File: src/sv/csl_isqrt.sv
// Pipelined integer square root of a 62-bit value, two radicand bits per stage.
module csl_isqrt (
	input  logic        clk,
	input  logic [61:0] val,
	output logic [30:0] root
);

	localparam int STEPS = 32;

	logic [62:0] v_s   [STEPS];
	logic [62:0] res_s [STEPS];

	generate
		for (genvar k = 0; k < STEPS; k++) begin : g_step
			localparam logic [62:0] BIT = 63'(1) << (62 - 2 * k);
			logic [62:0] v_p;
			logic [62:0] res_p;
			logic [62:0] trial;
			logic        ge;

			if (k == 0) begin : g_first
				assign v_p   = 63'(val);
				assign res_p = '0;
			end else begin : g_next
				assign v_p   = v_s[k-1];
				assign res_p = res_s[k-1];
			end

			assign trial = res_p + BIT;
			assign ge    = v_p >= trial;

			always_ff @(posedge clk) begin
				v_s[k]   <= ge ? v_p - trial : v_p;
				res_s[k] <= ge ? (res_p >> 1) + BIT : res_p >> 1;
			end
		end
	endgenerate

	assign root = res_s[STEPS-1][30:0];

endmodule

File: config.mk
export PLATFORM = sky130hd
export DESIGN_NAME = csl_isqrt
export DESIGN_NICKNAME = d
export VERILOG_FILES = /design/src/sv/csl_isqrt.sv
export SDC_FILE = /design/constraint.sdc
export NUM_CORES = 2
export LEC_CHECK = 0
export ABC_AREA = 0
export BUFFER_PORTS_ARGS = -buffer_cell sky130_fd_sc_hd__buf_2
export CELL_PAD_IN_SITES_DETAIL_PLACEMENT = 1
export CELL_PAD_IN_SITES_GLOBAL_PLACEMENT = 2
export CORE_MARGIN = 2
export CORE_UTILIZATION = 47
export CTS_BUF_LIST = sky130_fd_sc_hd__clkbuf_4
export DETAILED_ROUTE_END_ITERATION = 8
export GPL_TIMING_DRIVEN = 1
export HOLD_SLACK_MARGIN = 0.06
export PLACE_DENSITY = 0.91
export REMOVE_ABC_BUFFERS = 1
export SLEW_MARGIN = 20
export SYNTH_ARGS = -nofsm -noshare
export SYNTH_HDL_FRONTEND = slang
export SYNTH_SLANG_ARGS = --single-unit
File: constraint.sdc
create_clock -name clk -period 5.7 [get_ports clk]
set_input_delay 0.57 -clock clk [delete_from_list [all_inputs] [get_ports clk]]
set_output_delay 0.57 -clock clk [all_outputs]
set_load 0.02 [all_outputs]
==> results.py <==
metrics = {
    "pwr": {
        "sw_frac_of_total_pct": 35.5,
        "pwr-share-seq_pct": 47.2,
        "power_density_mw_per_mm2": 505,
        "leakage_nw": 47.6,
        "p_int_mw": 33.7,
        "switchingPower_mw": 18.6,
        "power_frac_comb_pct": 23.2,
        "ir_worst_vdd_uv": 343,
        "pwr-share-clk_pct": 29.6,
    },
    "grt": {
        "grt_pass1_vias": 76616,
        "grt-ovfl-total": 0,
        "grt.total_usage_pct": 29.3,
        "antenna_found_initial": 30,
        "grt_pass1_wl_microns": 452000,
        "grt_max_degree": 57,
    },
    "clock_tree": {
        "clkSinkCount": 2448,
        "cts_max_path_buffers": 4,
        "path_clk_slew_ps": 90,
        "cts_resized": 0,
        "cts.htree.levels": 6,
        "cts_tree": "built",
        "cts_made_buffers": 631,
        "postCtsSetupRepairBufs": 0,
        "clk-insertion-delay-late_ps": 1480,
        "cts-root-buf": "clkbuf_4",
        "cts_hold_buf": 124,
    },
    "timing": {
        "max_slew_margin_pct": 20.8,
        "min_period_over_period_pct": 78.3,
        "tns_ps": 0,
        "worstMarginPinSlew_ps": 1180,
        "slew_viol_final": 0,
        "fmax_mhz": 224,
        "setup_violations": 0,
        "period_needed_ps": 4460,
        "skew_ps": 177,
        "hold_violations": 0,
        "rsz0062_at_grt": "false",
    },
    "min_path": {
        "hp-class": "register to register",
    },
    "finish": {
        "layout-drive-gt1-share_pct": 12.2,
        "multi_input_area_sq_mm": 0.0392,
        "nets": 10353,
        "design_area_sq_mm": 0.103,
        "syn2layout_area_growth_pct": 13.5,
        "regArea_sq_mm": 0.0490,
        "final.fill_count": 21475,
    },
    "floorplanning": {
        "dieArea_sq_mm": 0.197,
        "core_area_sq_mm": 0.193,
        "die_height_microns": 444,
        "die_w_microns": 444,
        "io_pins": 94,
        "initial_core_util_pct": 47.3,
        "rows": 161,
    },
    "setup_path": {
        "crit_arrival_ps": 5810,
        "cpMostUsedCell": "nor3b_1",
        "cp_num_cells": 10,
        "cp-endpoint": "v_s[0][377]",
        "r2r_slack_ps": 1240,
        "cp_max_fo": 12,
        "rr_endpoint": "v_s[0][377]",
        "slowest_delay_ps": 790,
        "reg2reg_depth": 10,
        "crit_required_ps": 7040,
        "path_buf_inv": 1,
        "cp_slowest_cell": "nor4bb_1",
        "critPathKind": "register to register",
        "cp-startpoint": "res_s[0][307]",
        "end_kind": "register",
        "cp-start-kind": "register",
        "crit_family": "simple AND/OR/NAND/NOR gates",
        "reg2reg_from": "res_s[0][307]",
        "path_cells": "inv_1, ha_1, nor4bb_1, nand4_1, nor4_1, nor3b_1, nand2b_1, nor3b_1, nand2_1, xnor2_1",
    },
    "logic_synthesis": {
        "ys_top_cells_by_count": "dfxtp_1, inv_1, nor2_1",
        "async_flop_share_pct": 0,
        "synthCells": 9056,
        "ys_dominant_reg_cell": "dfxtp_1",
        "synth-seq-area-share_pct": 53.8,
        "yosys.area.top_type_share_pct": 53.8,
        "yosysWarnings": 0,
        "ys_seq_elements": 2448,
        "yosysTopAreaCell": "dfxtp_1",
        "yosysMostFrequentCell": "dfxtp_1",
        "synth_cell_types": 86,
        "synth.avg_cell_area_sq_um": 10.1,
        "syn-cell-area_sq_mm": 0.0912,
        "ys_top_cells_by_area": "dfxtp_1, ha_1, xnor2_1",
        "synth-edff-count": 0,
    },
    "job": {
        "cap_viol_max_count": 0,
    },
    "routing": {
        "wl_met3_microns": 16600,
        "vias": 71396,
        "drtPass1Iterations": 6,
        "maxUsedRoutingLayer": "met5",
        "remaining_drc_errors": 0,
        "routedWlPerCell_microns": 23.2,
        "viasPerCell": 5.60,
        "ant_nets": 0,
        "drt-met1-wl_microns": 119000,
        "met2_length_microns": 147000,
        "wl_microns": 296000,
        "drt_iter0_markers": 4376,
    },
    "outcome": {
        "status": "finished, final reports clean",
    },
    "placed_design": {
        "placed_area_sq_mm": 0.0944,
        "hpwl_microns": 200000,
        "port_buffers": 93,
        "gp_congestion": 0.897,
    },
}
[sequential cells by signal, summed over array words and instances (netlist names)]
signal	flops
v_s	1952
res_s	496
[how the worst min path moves through the flow]
stage	from	endpoint	cells past startpoint
2_1_floorplan	v_s[0][485]	v_s[0][548]	0
3_3_place_gp	v_s[0][768]	v_s[0][831]	0
3_5_place_dp	v_s[0][757]	v_s[0][820]	0
4_1_cts	val[8]	v_s[0][8]	3
5_1_grt	val[4]	v_s[0][4]	3
6_report	v_s[0][596]	v_s[0][659]	0
[per-layer routing]
layer  GRT usage (%)  up-vias
met5               0        -
met4            13.9       20
met3            6.45      908
met2            51.3     2359
met1            33.9    34867
li1                -    33242
[cell families (layout without fill, tap and decap cells)]
group,count (synthesis),after routing,synth area share (%)
AO/OA/AOI/OAI,1649,1649,11.0
XOR/XNOR,868,868,8.34
multiplexers,105,105,1.28
other,0,13,0
adder cells (fa/ha/maj),525,525,7.21
AND/OR/NAND/NOR,2657,2657,15.0
buffers and inverters,804,1948,3.35
flip-flops,2448,2448,53.8
[power groups by stage]
stage	combinational (mW)	clock, mW	sequential [mW]
after detailed placement	11.6	0	24.8
after floorplan	8.76	0	23.2
after CTS	11.9	15.4	24.5
final	12.2	15.5	24.7
after global placement	11.3	0	24.7
after global routing	13.4	16.7	25.0
[cells in the final DEF (no fill, tap or decap), types with 110 or more instances in the layout]
cell,count
nor4_1,336
nand2_1,596
nand2b_1,110
clkinv_1,121
nor3_1,229
xnor2_1,438
nand4_1,154
a21oi_1,587
xor2_1,430
dfxtp_1,2448
nor2_1,601
clkbuf_4,901
dlygate4sd3_1,124
inv_1,631
ha_1,525
nand3_1,118
a21o_1,172
o21ai_0,416
[per-stage QoR]
step	total power [mW]	hold WS (ps)	util, %	instances	setup slack [ps]
floorplan	31.9	322	-	8884	443
global placement	36.0	328	49.0	11534	1130
detailed placement	36.5	335	49.0	11534	1260
CTS	51.8	104	53.7	12726	1250
global route	55.0	180	53.7	12733	1040
finish	52.3	290	53.7	12739	1240
[final cells by class]
class	instances	area share (%)
Clock inverter	167	0.934
Sequential cell	2448	47.4
Tap cell	2526	3.05
Antenna cell	13	0.0314
Clock buffer	901	6.54
Timing Repair Buffer	248	1.87
Inverter	632	2.29
Multi-Input combinational cell	5804	37.9
Note: power is estimated with default switching activity, not from simulation.
